[config.mk]
export PLATFORM = sky130hd
export DESIGN_NAME = source_tokenizer_core
export DESIGN_NICKNAME = d
export VERILOG_FILES = /design/src/design/sttk_pkg.sv /design/src/design/sttk_front.sv /design/src/design/sttk_queue.sv /design/src/design/sttk_back.sv /design/src/design/source_tokenizer_core.sv
export SDC_FILE = /design/constraint.sdc
export NUM_CORES = 1
export LEC_CHECK = 0
export BUFFER_PORTS_ARGS = -buffer_cell sky130_fd_sc_hd__buf_2
export CORE_UTILIZATION = 45
export DETAILED_ROUTE_END_ITERATION = 10
export HOLD_SLACK_MARGIN = 0.03
export RECOVER_POWER = 50
export SETUP_SLACK_MARGIN = 0.02
export SLEW_MARGIN = 20
export SYNTH_ARGS = -nofsm -noshare
export SYNTH_HDL_FRONTEND = slang
export SYNTH_SLANG_ARGS = --single-unit
[constraint.sdc]
create_clock -name clk -period 52.3 [get_ports clk]
set_input_delay 15.69 -clock clk [delete_from_list [all_inputs] [get_ports clk]]
set_output_delay 15.69 -clock clk [all_outputs]
set_load 0.03 [all_outputs]
[src/design/sttk_pkg.sv]
// Shared types, token codes and keyword tables of the source tokenizer.
`default_nettype none
package sttk_pkg;

  localparam int OFFSET_BITS_DEF = 24;
  localparam int KW_MAX_CHARS_DEF = 6;
  localparam int QUEUE_DEPTH = 4;
  localparam int KW_COUNT = 15;
  localparam int KW_BITS = 64;

  typedef enum logic [3:0] {
    M_IDLE, M_OP, M_NUM, M_NUMDOT, M_IDENT, M_STRING, M_COMMENT
  } mode_t;

  localparam logic [5:0] K_NUMBER     = 6'd0;
  localparam logic [5:0] K_STRING     = 6'd1;
  localparam logic [5:0] K_KW_BASE    = 6'd2;
  localparam logic [5:0] K_IDENT      = 6'd17;
  localparam logic [5:0] K_LPAREN     = 6'd18;
  localparam logic [5:0] K_RPAREN     = 6'd19;
  localparam logic [5:0] K_LBRACE     = 6'd20;
  localparam logic [5:0] K_RBRACE     = 6'd21;
  localparam logic [5:0] K_COMMA      = 6'd22;
  localparam logic [5:0] K_DOT        = 6'd23;
  localparam logic [5:0] K_ARROW_R    = 6'd24;
  localparam logic [5:0] K_MINUS      = 6'd25;
  localparam logic [5:0] K_PLUS       = 6'd26;
  localparam logic [5:0] K_COLON      = 6'd27;
  localparam logic [5:0] K_SEMI       = 6'd28;
  localparam logic [5:0] K_STAR       = 6'd29;
  localparam logic [5:0] K_EQUAL      = 6'd30;
  localparam logic [5:0] K_BANG_EQ    = 6'd31;
  localparam logic [5:0] K_BANG       = 6'd32;
  localparam logic [5:0] K_LESS_EQ    = 6'd33;
  localparam logic [5:0] K_ARROW_L    = 6'd34;
  localparam logic [5:0] K_LESS       = 6'd35;
  localparam logic [5:0] K_GREATER_EQ = 6'd36;
  localparam logic [5:0] K_GREATER    = 6'd37;
  localparam logic [5:0] K_SLASH      = 6'd38;
  localparam logic [5:0] K_END        = 6'd39;
  localparam logic [5:0] K_ILLEGAL    = 6'd40;
  localparam logic [5:0] K_NONE       = 6'd0;

  localparam logic [1:0] E_NONE     = 2'd0;
  localparam logic [1:0] E_NUM_DOT  = 2'd1;
  localparam logic [1:0] E_UNTERM   = 2'd2;
  localparam logic [1:0] E_ILLEGAL  = 2'd3;

  // Keyword spellings, last character in the lowest byte.
  localparam logic [KW_BITS-1:0] KW_TEXT [KW_COUNT] = '{
    64'h616e64,       64'h636f6e7374,   64'h66756e63,     64'h656c7365,
    64'h66616c7365,   64'h6966,         64'h6c6574,       64'h766f6964,
    64'h6f72,         64'h6e6f74,       64'h6f7574707574, 64'h72657475726e,
    64'h7265616c,     64'h626f6f6c,     64'h74727565
  };
  localparam logic [3:0] KW_LEN [KW_COUNT] = '{
    4'd3, 4'd5, 4'd4, 4'd4, 4'd5, 4'd2, 4'd3, 4'd4,
    4'd2, 4'd3, 4'd6, 4'd6, 4'd4, 4'd4, 4'd4
  };

  typedef struct packed {
    logic [5:0]  kind;
    logic [23:0] start;
    logic [23:0] len;
    logic [19:0] line;
    logic [15:0] col;
    logic [1:0]  err;
  } tok_t;

  typedef struct packed {
    logic two;
    tok_t t0;
    tok_t t1;
  } pair_t;

  function automatic logic [5:0] kw_kind(input logic [KW_BITS-1:0] pfx,
                                         input logic [23:0] wlen);
    logic [5:0] k;
    k = K_IDENT;
    for (int i = 0; i < KW_COUNT; i++) begin
      if (wlen == 24'(KW_LEN[i]) && pfx == KW_TEXT[i]) k = K_KW_BASE + 6'(i);
    end
    return k;
  endfunction

  function automatic logic [5:0] single_kind(input logic [7:0] c);
    logic [5:0] k;
    case (c)
      8'h28:   k = K_LPAREN;
      8'h29:   k = K_RPAREN;
      8'h7b:   k = K_LBRACE;
      8'h7d:   k = K_RBRACE;
      8'h2c:   k = K_COMMA;
      8'h2e:   k = K_DOT;
      8'h2b:   k = K_PLUS;
      8'h3a:   k = K_COLON;
      8'h3b:   k = K_SEMI;
      8'h2a:   k = K_STAR;
      8'h3d:   k = K_EQUAL;
      8'h2f:   k = K_SLASH;
      default: k = K_NONE;
    endcase
    return k;
  endfunction

  function automatic logic [5:0] pair_kind(input logic [7:0] p, input logic [7:0] c);
    logic [5:0] k;
    k = K_NONE;
    if (p == 8'h2d && c == 8'h3e) k = K_ARROW_R;
    else if (p == 8'h3c && c == 8'h3d) k = K_LESS_EQ;
    else if (p == 8'h3c && c == 8'h2d) k = K_ARROW_L;
    else if (p == 8'h21 && c == 8'h3d) k = K_BANG_EQ;
    else if (p == 8'h3e && c == 8'h3d) k = K_GREATER_EQ;
    return k;
  endfunction

  function automatic logic [5:0] lone_op_kind(input logic [7:0] p);
    logic [5:0] k;
    case (p)
      8'h2d:   k = K_MINUS;
      8'h3c:   k = K_LESS;
      8'h21:   k = K_BANG;
      default: k = K_GREATER;
    endcase
    return k;
  endfunction

endpackage
`default_nettype wire

[src/design/sttk_front.sv]
// Front end: scans one byte per cycle while acc is high and forms up to two tokens per word.
`default_nettype none
module sttk_front #(
  parameter int OFFSET_BITS = sttk_pkg::OFFSET_BITS_DEF,
  parameter int KW_MAX_CHARS = sttk_pkg::KW_MAX_CHARS_DEF
) (
  input  wire logic          clk,
  input  wire logic          rst_n,
  input  wire logic          acc,
  input  wire logic [7:0]    c,
  input  wire logic          endm,
  output logic               push,
  output sttk_pkg::pair_t    pair
);
  import sttk_pkg::*;

  localparam int PW = 8 * KW_MAX_CHARS;

  mode_t                  mode_r, mode_nxt;
  logic [OFFSET_BITS-1:0] off_r, off_nxt, beg_r, beg_nxt, off_c;
  logic [19:0]            line_r, line_nxt, line_c;
  logic [15:0]            col_r, col_nxt, col_c;
  logic [PW-1:0]          pfx_r, pfx_nxt;
  logic [23:0]            wlen_r, wlen_nxt;
  logic [7:0]             pch_r, pch_nxt;
  logic                   nerr_r, nerr_nxt;

  logic       dig, alp, spc, lf, consumed;
  logic       ta_v, tb_v, fl_v;
  tok_t       ta, tb, fl;
  logic [5:0] k1, k2, wk;

  function automatic tok_t mk(input logic [5:0] kind,
                              input logic [OFFSET_BITS-1:0] st,
                              input logic [OFFSET_BITS-1:0] ln,
                              input logic [19:0] line, input logic [15:0] col,
                              input logic [1:0] err);
    tok_t t;
    t.kind  = kind;
    t.start = ((st >> 24) != '0) ? 24'hFFFFFF : 24'(st);
    t.len   = ((ln >> 24) != '0) ? 24'hFFFFFF : 24'(ln);
    t.line  = line;
    t.col   = col;
    t.err   = err;
    return t;
  endfunction

  always_ff @(posedge clk) begin
    if (!rst_n) begin
      mode_r <= M_IDLE;
      off_r  <= '0;
      beg_r  <= '0;
      line_r <= 20'd1;
      col_r  <= '0;
      pfx_r  <= '0;
      wlen_r <= '0;
      pch_r  <= '0;
      nerr_r <= 1'b0;
    end else begin
      mode_r <= mode_nxt;
      off_r  <= off_nxt;
      beg_r  <= beg_nxt;
      line_r <= line_nxt;
      col_r  <= col_nxt;
      pfx_r  <= pfx_nxt;
      wlen_r <= wlen_nxt;
      pch_r  <= pch_nxt;
      nerr_r <= nerr_nxt;
    end
  end

  always_comb begin
    dig = (c >= 8'h30) && (c <= 8'h39);
    alp = ((c >= 8'h61) && (c <= 8'h7a)) || ((c >= 8'h41) && (c <= 8'h5a));
    spc = (c == 8'h20) || ((c >= 8'h09) && (c <= 8'h0d));
    lf  = (c == 8'h0a);
    off_c  = (off_r != '1) ? off_r + 1'b1 : off_r;
    line_c = (lf && line_r != '1) ? line_r + 20'd1 : line_r;
    col_c  = lf ? 16'd1 : ((col_r != '1) ? col_r + 16'd1 : col_r);
    k1 = single_kind(c);
    k2 = pair_kind(pch_r, c);
    wk = (wlen_r > 24'(KW_MAX_CHARS)) ? K_IDENT : kw_kind(KW_BITS'(pfx_r), wlen_r);

    // Token pending in the current mode, closed before this byte.
    fl_v = 1'b0;
    fl   = mk(K_NUMBER, beg_r, off_r - beg_r, line_r, col_r, E_NONE);
    case (mode_r)
      M_OP: begin
        fl_v = 1'b1;
        fl.kind = lone_op_kind(pch_r);
      end
      M_NUM, M_NUMDOT: begin
        fl_v = 1'b1;
        fl.err = (nerr_r || mode_r == M_NUMDOT) ? E_NUM_DOT : E_NONE;
      end
      M_IDENT: begin
        fl_v = 1'b1;
        fl.kind = wk;
      end
      M_STRING: begin
        fl_v = endm;
        fl.kind = K_STRING;
        fl.err = E_UNTERM;
      end
      default: fl_v = 1'b0;
    endcase

    mode_nxt = mode_r;
    off_nxt  = off_r;
    beg_nxt  = beg_r;
    line_nxt = line_r;
    col_nxt  = col_r;
    pfx_nxt  = pfx_r;
    wlen_nxt = wlen_r;
    pch_nxt  = pch_r;
    nerr_nxt = nerr_r;
    ta_v = 1'b0;
    tb_v = 1'b0;
    ta = fl;
    tb = mk(K_END, off_r, '0, line_r, col_r, E_NONE);
    consumed = 1'b0;

    if (acc) begin
      if (endm) begin
        // Close the pending token, then END, then start a fresh source.
        ta_v = fl_v;
        tb_v = 1'b1;
        mode_nxt = M_IDLE;
        off_nxt  = '0;
        beg_nxt  = '0;
        line_nxt = 20'd1;
        col_nxt  = '0;
        pfx_nxt  = '0;
        wlen_nxt = '0;
        pch_nxt  = '0;
        nerr_nxt = 1'b0;
      end else begin
        case (mode_r)
          M_OP: begin
            if (pch_r == 8'h2d && c == 8'h2d) begin
              consumed = 1'b1;
              mode_nxt = M_COMMENT;
            end else if (k2 != K_NONE) begin
              consumed = 1'b1;
              ta = mk(k2, beg_r, off_c - beg_r, line_c, col_c, E_NONE);
              ta_v = 1'b1;
              mode_nxt = M_IDLE;
            end else begin
              ta_v = 1'b1;
              mode_nxt = M_IDLE;
            end
          end
          M_NUM, M_NUMDOT: begin
            nerr_nxt = nerr_r | (mode_r == M_NUMDOT && !dig);
            if (dig || c == 8'h2e) begin
              consumed = 1'b1;
              mode_nxt = (c == 8'h2e) ? M_NUMDOT : M_NUM;
            end else begin
              ta_v = 1'b1;
              mode_nxt = M_IDLE;
            end
          end
          M_IDENT: begin
            if (alp || dig) begin
              consumed = 1'b1;
              if (wlen_r < 24'(KW_MAX_CHARS)) pfx_nxt = {pfx_r[PW-9:0], c};
              if (wlen_r != 24'hFFFFFF) wlen_nxt = wlen_r + 24'd1;
            end else begin
              ta_v = 1'b1;
              mode_nxt = M_IDLE;
            end
          end
          M_STRING: begin
            consumed = 1'b1;
            if (c == 8'h22) begin
              ta = mk(K_STRING, beg_r, off_c - beg_r, line_c, col_c, E_NONE);
              ta_v = 1'b1;
              mode_nxt = M_IDLE;
            end
          end
          M_COMMENT: begin
            consumed = 1'b1;
            if (lf) mode_nxt = M_IDLE;
          end
          default: mode_nxt = M_IDLE;
        endcase

        off_nxt  = off_c;
        line_nxt = line_c;
        col_nxt  = col_c;

        // Start a new token at this byte.
        if (!consumed) begin
          beg_nxt = off_r;
          tb = mk(k1, off_r, OFFSET_BITS'(1), line_c, col_c, E_NONE);
          if (k1 != K_NONE) begin
            tb_v = 1'b1;
          end else if (c == 8'h2d || c == 8'h3c || c == 8'h21 || c == 8'h3e) begin
            mode_nxt = M_OP;
            pch_nxt = c;
          end else if (c == 8'h22) begin
            mode_nxt = M_STRING;
          end else if (dig) begin
            mode_nxt = M_NUM;
            nerr_nxt = 1'b0;
          end else if (alp) begin
            mode_nxt = M_IDENT;
            pfx_nxt = PW'(c);
            wlen_nxt = 24'd1;
          end else if (!spc) begin
            tb.kind = K_ILLEGAL;
            tb.err = E_ILLEGAL;
            tb_v = 1'b1;
          end
        end
      end
    end

    push = ta_v | tb_v;
    pair.two = ta_v & tb_v;
    pair.t0 = ta_v ? ta : tb;
    pair.t1 = tb;
  end

endmodule
`default_nettype wire

[src/design/sttk_queue.sv]
// Short token-pair queue between the scanner and the output stage.
`default_nettype none
module sttk_queue (
  input  wire logic            clk,
  input  wire logic            rst_n,
  input  wire logic            push,
  input  sttk_pkg::pair_t      wr_pair,
  input  wire logic            pop,
  output sttk_pkg::pair_t      head,
  output logic                 empty,
  output logic                 full
);
  import sttk_pkg::*;

  localparam int AW = $clog2(QUEUE_DEPTH);

  pair_t         mem_r [QUEUE_DEPTH];
  logic [AW-1:0] wp_r, wp_nxt, rp_r, rp_nxt;
  logic [AW:0]   cnt_r, cnt_nxt;

  always_comb begin
    empty  = (cnt_r == '0);
    full   = (cnt_r == (AW+1)'(QUEUE_DEPTH));
    head   = mem_r[rp_r];
    wp_nxt = wp_r + AW'(push);
    rp_nxt = rp_r + AW'(pop);
    cnt_nxt = cnt_r + (AW+1)'(push) - (AW+1)'(pop);
  end

  always_ff @(posedge clk) begin
    if (!rst_n) begin
      wp_r  <= '0;
      rp_r  <= '0;
      cnt_r <= '0;
    end else begin
      wp_r  <= wp_nxt;
      rp_r  <= rp_nxt;
      cnt_r <= cnt_nxt;
    end
  end

  always_ff @(posedge clk) begin
    if (push) mem_r[wp_r] <= wr_pair;
  end

endmodule
`default_nettype wire

[src/design/sttk_back.sv]
// Back end: unpacks token pairs into single output words with tlast.
`default_nettype none
module sttk_back (
  input  wire logic          clk,
  input  wire logic          rst_n,
  input  sttk_pkg::pair_t    head,
  input  wire logic          empty,
  output logic               pop,
  output logic               out_valid,
  input  wire logic          out_ready,
  output sttk_pkg::tok_t     out_tok,
  output logic               out_last
);
  import sttk_pkg::*;

  logic v_r, v_nxt, half_r, half_nxt, last_r, last_nxt, load;
  tok_t tok_r, tok_nxt;

  always_comb begin
    load     = (!v_r || out_ready) && !empty;
    v_nxt    = v_r && !out_ready;
    half_nxt = half_r;
    last_nxt = last_r;
    tok_nxt  = tok_r;
    pop      = 1'b0;
    if (load) begin
      v_nxt = 1'b1;
      if (half_r) begin
        tok_nxt  = head.t1;
        last_nxt = 1'b1;
        half_nxt = 1'b0;
        pop      = 1'b1;
      end else begin
        tok_nxt  = head.t0;
        last_nxt = !head.two;
        half_nxt = head.two;
        pop      = !head.two;
      end
    end
    out_valid = v_r;
    out_tok   = tok_r;
    out_last  = last_r;
  end

  always_ff @(posedge clk) begin
    if (!rst_n) begin
      v_r    <= 1'b0;
      half_r <= 1'b0;
    end else begin
      v_r    <= v_nxt;
      half_r <= half_nxt;
    end
  end

  always_ff @(posedge clk) begin
    tok_r  <= tok_nxt;
    last_r <= last_nxt;
  end

endmodule
`default_nettype wire

[src/design/source_tokenizer_core.sv]
// Top level of the streaming source tokenizer.
`default_nettype none
// Source tokenizer. Feed one source byte per word on the in_ channel (in_tuser
// high marks the end of the source and carries no byte); tokens leave on the out_
// channel, tlast set on the last token caused by an input word. The scanner takes
// one byte every cycle while its four-entry token-pair queue has room; a byte
// yields zero, one or two tokens. The output stage sends one token per cycle
// while out_tready is high, so a two-token byte leaves as two output words; the
// queue absorbs such bursts and is followed by the output register. After the
// end word all counters return to their reset values and a new source begins.
module source_tokenizer_core #(
  parameter int OFFSET_BITS  = sttk_pkg::OFFSET_BITS_DEF,
  parameter int KW_MAX_CHARS = sttk_pkg::KW_MAX_CHARS_DEF
) (
  input  wire logic        clk,
  input  wire logic        rst_n,
  input  wire logic        in_tvalid,
  output logic             in_tready,
  input  wire logic [7:0]  in_tdata,   // [7:0] char_byte
  input  wire logic [0:0]  in_tuser,   // [0] end_marker
  output logic             out_tvalid,
  input  wire logic        out_tready,
  output logic [95:0]      out_tdata,  // [5:0] token_kind, [29:6] token_start,
                                       // [53:30] token_length, [73:54] line_number,
                                       // [89:74] column_number, [91:90] error_code
  output logic             out_tlast   // last_of_run
);
  import sttk_pkg::*;

  logic  in_acc, q_push, q_pop, q_empty, q_full;
  pair_t f_pair, q_head;
  tok_t  o_tok;

  // Accept a word whenever the queue can take a pair.
  assign in_tready = !q_full;
  assign in_acc    = in_tvalid && in_tready;

  sttk_front #(
    .OFFSET_BITS (OFFSET_BITS),
    .KW_MAX_CHARS(KW_MAX_CHARS)
  ) u_front (
    .clk  (clk),
    .rst_n(rst_n),
    .acc  (in_acc),
    .c    (in_tdata),
    .endm (in_tuser[0]),
    .push (q_push),
    .pair (f_pair)
  );

  sttk_queue u_queue (
    .clk    (clk),
    .rst_n  (rst_n),
    .push   (q_push),
    .wr_pair(f_pair),
    .pop    (q_pop),
    .head   (q_head),
    .empty  (q_empty),
    .full   (q_full)
  );

  sttk_back u_back (
    .clk      (clk),
    .rst_n    (rst_n),
    .head     (q_head),
    .empty    (q_empty),
    .pop      (q_pop),
    .out_valid(out_tvalid),
    .out_ready(out_tready),
    .out_tok  (o_tok),
    .out_last (out_tlast)
  );

  // Pack the token fields, lowest field first, padded to whole bytes.
  assign out_tdata = {4'b0, o_tok.err, o_tok.col, o_tok.line, o_tok.len,
                      o_tok.start, o_tok.kind};

  // No pair is written into a full queue.
  a_no_overflow: assert property (@(posedge clk) disable iff (!rst_n)
    !(q_push && q_full)) else $error("token queue overflow");

  // The end word always produces a pair whose final token is END.
  a_end_token: assert property (@(posedge clk) disable iff (!rst_n)
    (in_acc && in_tuser[0]) |->
      (q_push && ((f_pair.two ? f_pair.t1.kind : f_pair.t0.kind) == K_END)))
    else $error("end word without END token");

  // END is always the last token of its run.
  a_end_last: assert property (@(posedge clk) disable iff (!rst_n)
    (out_tvalid && o_tok.kind == K_END) |-> out_tlast)
    else $error("END token without tlast");

endmodule
`default_nettype wire
## Word level (Yosys, flattened, before mapping)

Memories as Yosys holds them, arrays and structs flattened. A register that Yosys moved wholly into a read port is not among the register bits.
Index checks and enable logic that the tools add are counted.
W data, S select, Z words.

- Register bits after elaboration: 271
- Memory bits (writable): 740
- Bits of input ports: 13
- Memories: 1
- Output and inout bits: 99

Memories:

| memory | words | bits a word | rd ports | clocked after Yosys merged registers in | wr ports | RTL line | RTL |
|---|---|---|---|---|---|---|---|
| u_queue.mem_r | 4 | 185 | 1 | 1 | 1 | sttk_queue.sv:17 | `pair_t mem_r [QUEUE_DEPTH];` |

- $add $sub $neg: 10
- Magnitude comparators: 10
- Equal/unequal tests: 56
- Reduce and logical (&&, ||, !) cells: 54
- Muxes and demuxes: 134
- Bitwise operators: 3

Operator list:

| cell | number |
|---|---|
| $mux W92 | 10 |
| $mux W48 | 10 |
| $mux W24 | 14 |
| $eq A48 B31 Y1 const B | 6 |
| $pmux W92 S2 | 1 |
| $eq A8 B6 Y1 const B | 20 |
| $eq A48 B23 Y1 const B | 3 |
| $eq A48 B15 Y1 const B | 2 |
| $eq A48 B39 Y1 const B | 2 |
| $eq A48 B47 Y1 const B | 2 |
| $mux W5 | 16 |
| $eq A24 B3 Y1 const B | 3 |
| $pmux W6 S12 | 1 |
| $mux W6 | 11 |
| $add A24 B1 Y24 const B | 2 |
| $eq A24 B2 Y1 const B | 2 |
| $mux W16 | 3 |
| $ne A24 B24 Y1 const B | 2 |
| $sub A24 B24 Y24 | 2 |
| $mux W4 | 11 |
| $mux W20 | 2 |
| $mux W1 | 37 |
| $pmux W6 S3 | 2 |
| $mux W8 | 4 |
| 39 further kinds | 99 |

## Longest topological paths before layout

Gate-level depths: netlist of the first run.

- Depth in word-level cells: 25
- Depth in mapped cells: 17
- Gate-level depth less buffers: 16

## Modules after synthesis

From an unflattened synthesis of the first run, not the netlist that was laid out.

- Cell total of the unflattened synthesis: 3097
- Area, all modules: 45048.2 um2

By module, submodules not included:

| module | area each (um2) | cells each | instances |
|---|---|---|---|
| sttk_queue | 27055.9 | 1000 | 1 |
| sttk_front | 13935.9 | 1883 | 1 |
| sttk_back | 4012.6 | 207 | 1 |
| source_tokenizer_core | 43.8 | 7 | 1 |

## Least setup slack after synthesis of the first run

Ideal clock, no wire load.

- Path kind: input -> register
- Start: in in_tdata[2]
- End: mem u_queue.mem_r[2][100] (netlist name) (enable)
- Arrival: 28813 ps
- Data required time: 51388 ps
- Stages on the path: 10
- Library setup time: 912 ps
- Setup slack: 22574 ps
- Cells stage by stage: buf_2 > clkbuf_1 > and3b_1 > o21ai_0 > a21oi_1 > o21ai_0 > nand3b_1 > o21ai_0 > a21boi_1 > nor3b_1

- Word-level cells in the longest chain between the ends: 19
- Elaborated cells between the ends (all ways): 77
- Classes of those cells: order compare: 8; eq/ne: 18; mux: 31; bitwise: 1; reduce/logical: 19

RTL lines:

| element | RTL line | RTL |
|---|---|---|
| from (decl) | source_tokenizer_core.sv:19 | `input wire logic [7:0] in_tdata,` |
| $eq A8 B6 Y1 | n/a |  |
| $logic_and A1 B1 Y1 | sttk_pkg.sv:113 | `else if (p == 8'h3e && c == 8'h3d) k = K_GREATER_EQ;` |
| $mux W6 | sttk_pkg.sv:113 |  |
| $mux W6 | sttk_pkg.sv:112 | `else if (p == 8'h21 && c == 8'h3d) k = K_BANG_EQ;` |
| $mux W6 | sttk_pkg.sv:111 | `else if (p == 8'h3c && c == 8'h2d) k = K_ARROW_L;` |
| $mux W6 | sttk_pkg.sv:110 | `else if (p == 8'h3c && c == 8'h3d) k = K_LESS_EQ;` |
| $mux W6 | sttk_pkg.sv:109 | `if (p == 8'h2d && c == 8'h3e) k = K_ARROW_R;` |
| $reduce_bool A6 Y1 | sttk_front.sv:143 | `end else if (k2 != K_NONE) begin` |
| (+3 left out) | n/a |  |
| $mux W1 | sttk_front.sv:124 | `if (endm) begin` |
| $mux W1 | sttk_front.sv:123 | `if (acc) begin` |
| $mux W1 | sttk_front.sv:193 | `if (!consumed) begin` |
| $mux W1 | sttk_front.sv:124 |  |
| $mux W1 | sttk_front.sv:123 |  |
| $or A1 B1 Y1 (*) | sttk_front.sv:219 | `push = ta_v \| tb_v;` |
| $mux W1 (*) | sttk_queue.sv:43 | `if (push) mem_r[wp_r] <= wr_pair;` |
| $mux W1 (implied by the code) (*) | sttk_queue.sv:43 |  |
| to (decl) | sttk_queue.sv:17 |  |

Every way passes the cells marked *; elsewhere a longest branch is shown, timed or not. The select of a mux whose other input is x is not followed.

## Final worst setup path of the first run

- Start: in in_tuser
- End: mem u_queue.mem_r[3][81] (netlist name) (enable)

- Word-level cells in the longest chain between the ends: 5
- Elaborated cells between the ends (all ways): 7
- Classes of those cells: mux: 6; bitwise: 1

RTL lines:

| element | RTL line | RTL |
|---|---|---|
| from (decl) | source_tokenizer_core.sv:20 | `input wire logic [0:0] in_tuser,` |
| $mux W1 | sttk_front.sv:124 |  |
| $mux W1 | sttk_front.sv:123 |  |
| $or A1 B1 Y1 (*) | sttk_front.sv:219 |  |
| $mux W1 (*) | sttk_queue.sv:43 |  |
| $mux W1 (implied by the code) (*) | sttk_queue.sv:43 |  |

Every way passes the cells marked *; elsewhere a longest branch is shown, timed or not.

==> results of run 1 <==
worst max-delay path: cells and delay by family:
family,cells,cell delay (ns)
buffers and inverters,5,4.96
and+or+nand+nor,1,1.47
AOI/OAI and AO/OA,2,0.66
cells in the mapped netlist (8+ instances only):
library cell / instances
a21o_1: 29
buf_4: 9
o31a_1: 8
a32o_1: 11
nor2b_1: 13
buf_1: 43
a22oi_1: 44
ha_1: 57
o21ai_1: 20
nand4_1: 37
nor3_1: 53
nor4_1: 20
and3_1: 30
nand2_1: 416
clkbuf_1: 94
and4_1: 15
inv_1: 66
o31ai_1: 10
nor3b_1: 13
o21ai_0: 123
edfxtp_1: 737
xor2_1: 35
nand2b_1: 19
a211oi_1: 17
xnor2_1: 57
o21a_1: 15
mux4_2: 161
or4_1: 11
buf_2: 35
nand3b_1: 10
dfxtp_1: 178
nor2_1: 180
nand3_1: 69
a22o_1: 61
a21oi_1: 118
a31oi_1: 24
o211ai_1: 9
or3_1: 40
and2_1: 50
cell type report:
| type | instances | area, sq um | area share |
|---|---|---|---|
| Inverter | 67 | 254 | 0.00557 |
| Tap cell | 1176 | 1470 | 0.0323 |
| Timing Repair Buffer | 137 | 663 | 0.0145 |
| Clock inverter | 51 | 624 | 0.0137 |
| Antenna cell | 1 | 2.50 | 0.0000549 |
| Sequential cell | 915 | 25700 | 0.564 |
| Clock buffer | 123 | 2570 | 0.0564 |
| Multi-Input combinational cell | 1933 | 14300 | 0.314 |
cells in the final DEF, fill, tap and decap left out, types with 12 or more instances in the layout:
master       n
inv_1       65
nor2b_1     13
nor3_1      53
nand3_1     69
a22oi_1     44
or3_1       40
a21oi_1    120
clkinv_1    14
and2_1      35
o21ai_0    129
nand2_1    416
nor3b_1     12
nor2_1     179
ha_1        57
a21o_1      29
bufinv_16   13
and2_0      15
xnor2_1     57
and4_1      15
nand2b_1    19
xor2_1      35
edfxtp_1   737
a211oi_1    17
o21ai_1     14
and3_1      30
a22o_1      61
a31oi_1     24
clkbuf_1   131
nand4_1     37
clkbuf_16   96
nor4_1      20
dfxtp_1    176
o21a_1      15
mux4_2     161
flip-flops by register name, indices dropped and copies added, names as in the netlist:
register          count
u_queue.mem_r       644
u_back.out_tok       92
u_front.pfx_r        48
u_front.beg_r        24
u_front.off_r        24
u_front.wlen_r       24
u_front.line_r       20
u_front.col_r        16
u_front.pch_r         8
u_front.mode_r        4
u_queue.cnt_r         3
u_queue.rp_r          2
u_queue.wp_r          2
u_back.half_r         1
u_back.out_last       1
u_back.out_valid      1
u_front.nerr_r        1
where the power goes:
group / switching (uW) / internal, uW / total [uW] / leakage, uW
Sequential: 26.3 / 900 / 926 / 0.00869
Combinational: 292 / 129 / 420 / 0.00525
Clock: 279 / 412 / 691 / 0.00154
Total: 598 / 1440 / 2040 / 0.0155
metrics by stage:
| step | util | hold WS [ns] | instance area, sq um | power (uW) |
|---|---|---|---|---|
| 5_1_grt | 0.506 | 0.499 | 45600 | 2120 |
| 3_5_place_dp | 0.472 | 0.452 | 42600 | 1380 |
| 6_report | 0.506 | 0.462 | 45600 | 2040 |
| 2_1_floorplan | - | 0.431 | 41000 | 1250 |
| 4_1_cts | 0.508 | 0.466 | 45800 | 2070 |
| 3_3_place_gp | 0.472 | 0.443 | 42600 | 1370 |
kinds of logic after synthesis:
family	count (synthesis)	share of synthesized area
buf+inv	251	0.0254
xor+xnor	92	0.0196
fa+ha+maj	60	0.0188
mux	174	0.0918
flops	915	0.626
other cells	1	0.0000914
simple gates	1038	0.126
compound gates	565	0.0923
layer usage:
metal  vias to the layer above  routed length (microns)
met5                         -                       29
met4                         4                     1710
met3                       143                     5820
met2                       797                    49600
met1                     13400                    44400
li1                      11900                        -
path summary, 6_finish.rpt:
path	startpoint	end	slack, ns	depth (start not counted)
worst max-delay path	in_tuser	u_queue.mem_r[3][81]	29.58	8
worst min-delay path	u_front.pch_r[7]	u_front.pch_r[7]	0.46	1
worst max register to register	u_queue.cnt_r[1]	u_front.pfx_r[21]	44.67	10
worst min register to register	u_front.pch_r[7]	u_front.pch_r[7]	0.46	1
==> metrics.csv, run 1 <==
metric;value;unit
rows;110;
drt-wirelength-per-cell;23.1;microns
cts_buffers;94;
dp_hpwl;61000;microns
synth.distinct_cells;102;
worst-setup-path-type;primary input to flop;
grt-ovfl-total;0;
cts-resized-gates;0;
grt.met1_usage;0.300;
finalMaxSlewViolations;752;
io_pins;112;
dieArea;0.0924;sq mm
grt_max_degree;162;
critPathArrivalTime;22.97;ns
synth_top_area_cell;edfxtp_1;
place_inst;4227;
drive_gt1_frac;0.117;
clkLatencyLatePin;0.66;ns
globalRouteMet3Util;0.0305;
setup_viol;0;
gp_congestion;0.884;
hold_buffers;0;
finalNonFillerCells;4403;
n_fill_cell;7683;
post_drt_via_cell_ratio;5.96;
cts.root.buffer_cell;clkbuf_16;
nNetsFinal;3221;
areaGrowthSynthToFinish;11.1;%
relSlewSlack;-1.23;
cap_violations;17;
final_antenna_net_count;0;
cts_sinks;915;
critPathCaptureType;flop;
track_usage;0.218;
path_common_cell;buf_4;
peakVddDrop;0.0271;mV
synth_ff_type;edfxtp_1;
outcome;finished, violations left;
cts.htree.levels;3;
syn_area;0.0410;sq mm
use_met2;0.365;
rsz0062_at_grt;false;
path_max_fanout;67;
drt-initial-drc-count;2269;
antenna_found_initial;5;
cts_tree;done;
path_clk_slew;0.06;ns
place_ws;31.44;ns
p_leak;0.0155;uW
async_reset_ff_frac;0;
synth_edf_count;737;
clk_path_buf_depth;3;
critPathMaxStageDelay;2.02;ns
timing.fmax;44.0;MHz
num_vias;26300;
grt_pass1_wl;157000;microns
ys_seq_area_frac;0.626;
grt_busiest_layer;met2;
cp-start-kind;primary input;
route.detailed.drc;0;
period_share;0.434;
violations;max-capacitance violations, max-slew violations;
min_period;22.72;ns
start_util;0.455;
post_cts_buffers;0;
hold_violations;0;
synth.avg_cell_area;13.3;sq um
die_y;304;microns
first_pass_iters;6;
clock_skew;0.0321;ns
worstPathRequired;52.56;ns
worst_slew_pin_slew;3.35;ns
setup_ws;29.58;ns
coreArea;0.0901;sq mm
power_density;44.7;mW/mm^2
grt_pass1_vias;26500;
die_x;304;microns
setup_tns;0;ns
wl;102000;microns
holdCritPathClass;flop to flop;
io_buffer_count;107;
synth_warnings;0;
ys_seq_elements;915;
critical_path.slowest_cell;clkbuf_1;
synth_top_area_share;0.539;
path_cells;buf_2 > clkbuf_1 > inv_1 > o21ai_0 > a21boi_0 > and3b_1 > buf_4 > buf_4;
yosys-top-cells-area;edfxtp_1 54%, mux4_2 8.8%, dfxtp_1 8.7%;
synthCells;3096;
Note: power is estimated with default switching activity, not from simulation.
==> run 2: changes to the inputs <==
ABC_AREA = 1   (was unset)
clock period = 23.5 ns   (was 52.3 ns; I/O delays follow)
==> metrics.csv, run 2 <==
metric;value;unit
outcome;finished, violations left;
violations;design-rule violations, max-capacitance violations, max-slew violations;
finalNonFillerCells;6192;
peakVddDrop;0.0612;mV
yosys-top-cells-area;edfxtp_1 50%, dfxtp_1 8.1%, nor2_1 7.7%;
path_max_fanout;51;
cts.root.buffer_cell;clkbuf_16;
num_vias;34100;
setup_viol;0;
cts_sinks;915;
route.detailed.drc;24;
hold_buffers;0;
synthCells;4823;
io_pins;112;
dieArea;0.0993;sq mm
wl;123000;microns
areaGrowthSynthToFinish;10.3;%
place_inst;6005;
worstPathRequired;23.91;ns
start_util;0.455;
grt-ovfl-total;0;
final_cell_mix;900 x nor2_1, 763 x nand2_1, 737 x edfxtp_1, 505 x o21ai_0, 383 x inv_1;
setup_tns;0;ns
largest_reg_flops;644;
yosys.cell_count.top_type;nor2_1;
synth_top_area_cell;edfxtp_1;
cap_violations;18;
die_y;315;microns
crit_family;buffers and inverters;
path_clk_slew;0.06;ns
cts.htree.levels;3;
critPathMaxStageDelay;2.06;ns
grt_max_degree;130;
power_density;98.6;mW/mm^2
cts-resized-gates;0;
power;4800;uW
synth.distinct_cells;60;
drt-initial-drc-count;2957;
drt-wirelength-per-cell;19.8;microns
syn_area;0.0441;sq mm
worst-setup-path-type;primary input to flop;
reg2reg_depth;11;
timing.fmax;60.0;MHz
netlist_top_cells_count;902 x nor2_1, 762 x nand2_1, 737 x edfxtp_1, 485 x o21ai_0, 382 x inv_1;
rows;114;
ys_seq_area_frac;0.582;
path_buf_inv;4;
r2r_start;u_queue.cnt_r[1];
gp_congestion;0.989;
cts_buffers;98;
max_flop_register;u_queue.mem_r;
grt_pass1_vias;32100;
die_x;315;microns
coreArea;0.0970;sq mm
hold_ws;0.464;ns
drive_gt1_frac;0.0572;
synth.avg_cell_area;9.15;sq um
period_share;0.709;
antenna_found_initial;3;
clock_skew;0.0290;ns
setup_ws;6.84;ns
critical_path.startpoint;in_tvalid;
critPathArrivalTime;17.08;ns
ys_seq_elements;915;
synth_top_area_share;0.501;
clkLatencyLatePin;0.69;ns
io_buffer_count;107;
p_leak;0.0172;uW
worst_slew_pin_slew;4.23;ns
cts_tree;done;
track_usage;0.245;
rsz0062_at_grt;false;
post_drt_via_cell_ratio;5.50;
grt_pass1_wl;188000;microns
path_cells;buf_2 > nand2_1 > clkbuf_1 > nor2_1 > inv_1 > nor2_1 > clkinvlp_2 > o21ai_0 > nand2_1 > o21ai_0;
finalMaxSlewViolations;911;
first_pass_iters;9;
path_depth;10;
nNetsFinal;4903;
clk_path_buf_depth;3;
post_cts_buffers;0;
final_common_cell;nor2_1;
final_antenna_net_count;0;
synth_edf_count;737;
synth_ff_type;edfxtp_1;
hold_violations;0;
critPathCapture;u_queue.mem_r[0][113];
critPathCaptureType;flop;
rr_endpoint;u_queue.mem_r[0][113];
r2r_slack;12.72;ns
relSlewSlack;-1.82;
async_reset_ff_frac;0;
cp-start-kind;primary input;
dp_hpwl;78000;microns
holdCritPathClass;flop to flop;
min_period;16.66;ns
min_from;u_front.mode_r[3];
place_ws;10.96;ns
critical_path.slowest_cell;clkinvlp_2;
synth_warnings;0;
## run 2: area by class of cell
| cell class | instances | area [sq um] |
|---|---|---|
| Fill cell | 9036 | 48300 |
| Tap cell | 1276 | 1600 |
| Clock buffer | 144 | 2840 |
| Sequential cell | 915 | 25700 |
| Antenna cell | 1 | 2.50 |
| Clock inverter | 41 | 485 |
| Multi-Input combinational cell | 3259 | 15800 |
| Inverter | 406 | 1540 |
| Timing Repair Buffer | 150 | 697 |
## run 2: worst min path at each step
stage	cells past startpoint	end
after floorplan	2	u_front.mode_r[3]
after global placement	2	u_front.mode_r[3]
after detailed placement	2	u_front.mode_r[3]
after CTS	2	u_front.mode_r[3]
after global routing	2	u_front.mode_r[2]
final	2	u_front.mode_r[3]
## run 2: routing by layer
layer / up-vias / global-route usage / share of wire
met5: - / 0 / 0.00019
met4: 4 / 0.0735 / 0.025
met3: 202 / 0.0331 / 0.056
met2: 944 / 0.398 / 0.47
met1: 16300 / 0.341 / 0.45
li1: 16600 / - / -
## run 2: metrics by stage
step                      area, sq um  utilization
after floorplan                 44200            -
after global placement          45700        0.471
after detailed placement        45700        0.471
after CTS                       49000        0.505
after global routing            48700        0.502
final                           48700        0.502
## run 2: logic make-up after synthesis
kind of cell | Yosys count | synth area share
AND/OR/NAND/NOR | 2036 | 0.190
AO/OA/AOI/OAI | 1080 | 0.136
flip-flops | 915 | 0.582
buffers and inverters | 652 | 0.0581
XOR/XNOR | 79 | 0.0157
adder cells (fa/ha/maj) | 60 | 0.0175
other | 1 | 0.0000850
## run 2: power by group
part / switching, uW / internal [uW] / total [uW]
Sequential: 64.4 / 2030 / 2100
Combinational: 889 / 246 / 1130
Clock: 648 / 921 / 1570
Total: 1600 / 3200 / 4800
## run 2: tightest hold or removal path: stages, from the launching register on
cell and delay [ns]:
dfxtp_1 0.31, inv_1 0.06, nor3_1 0.05
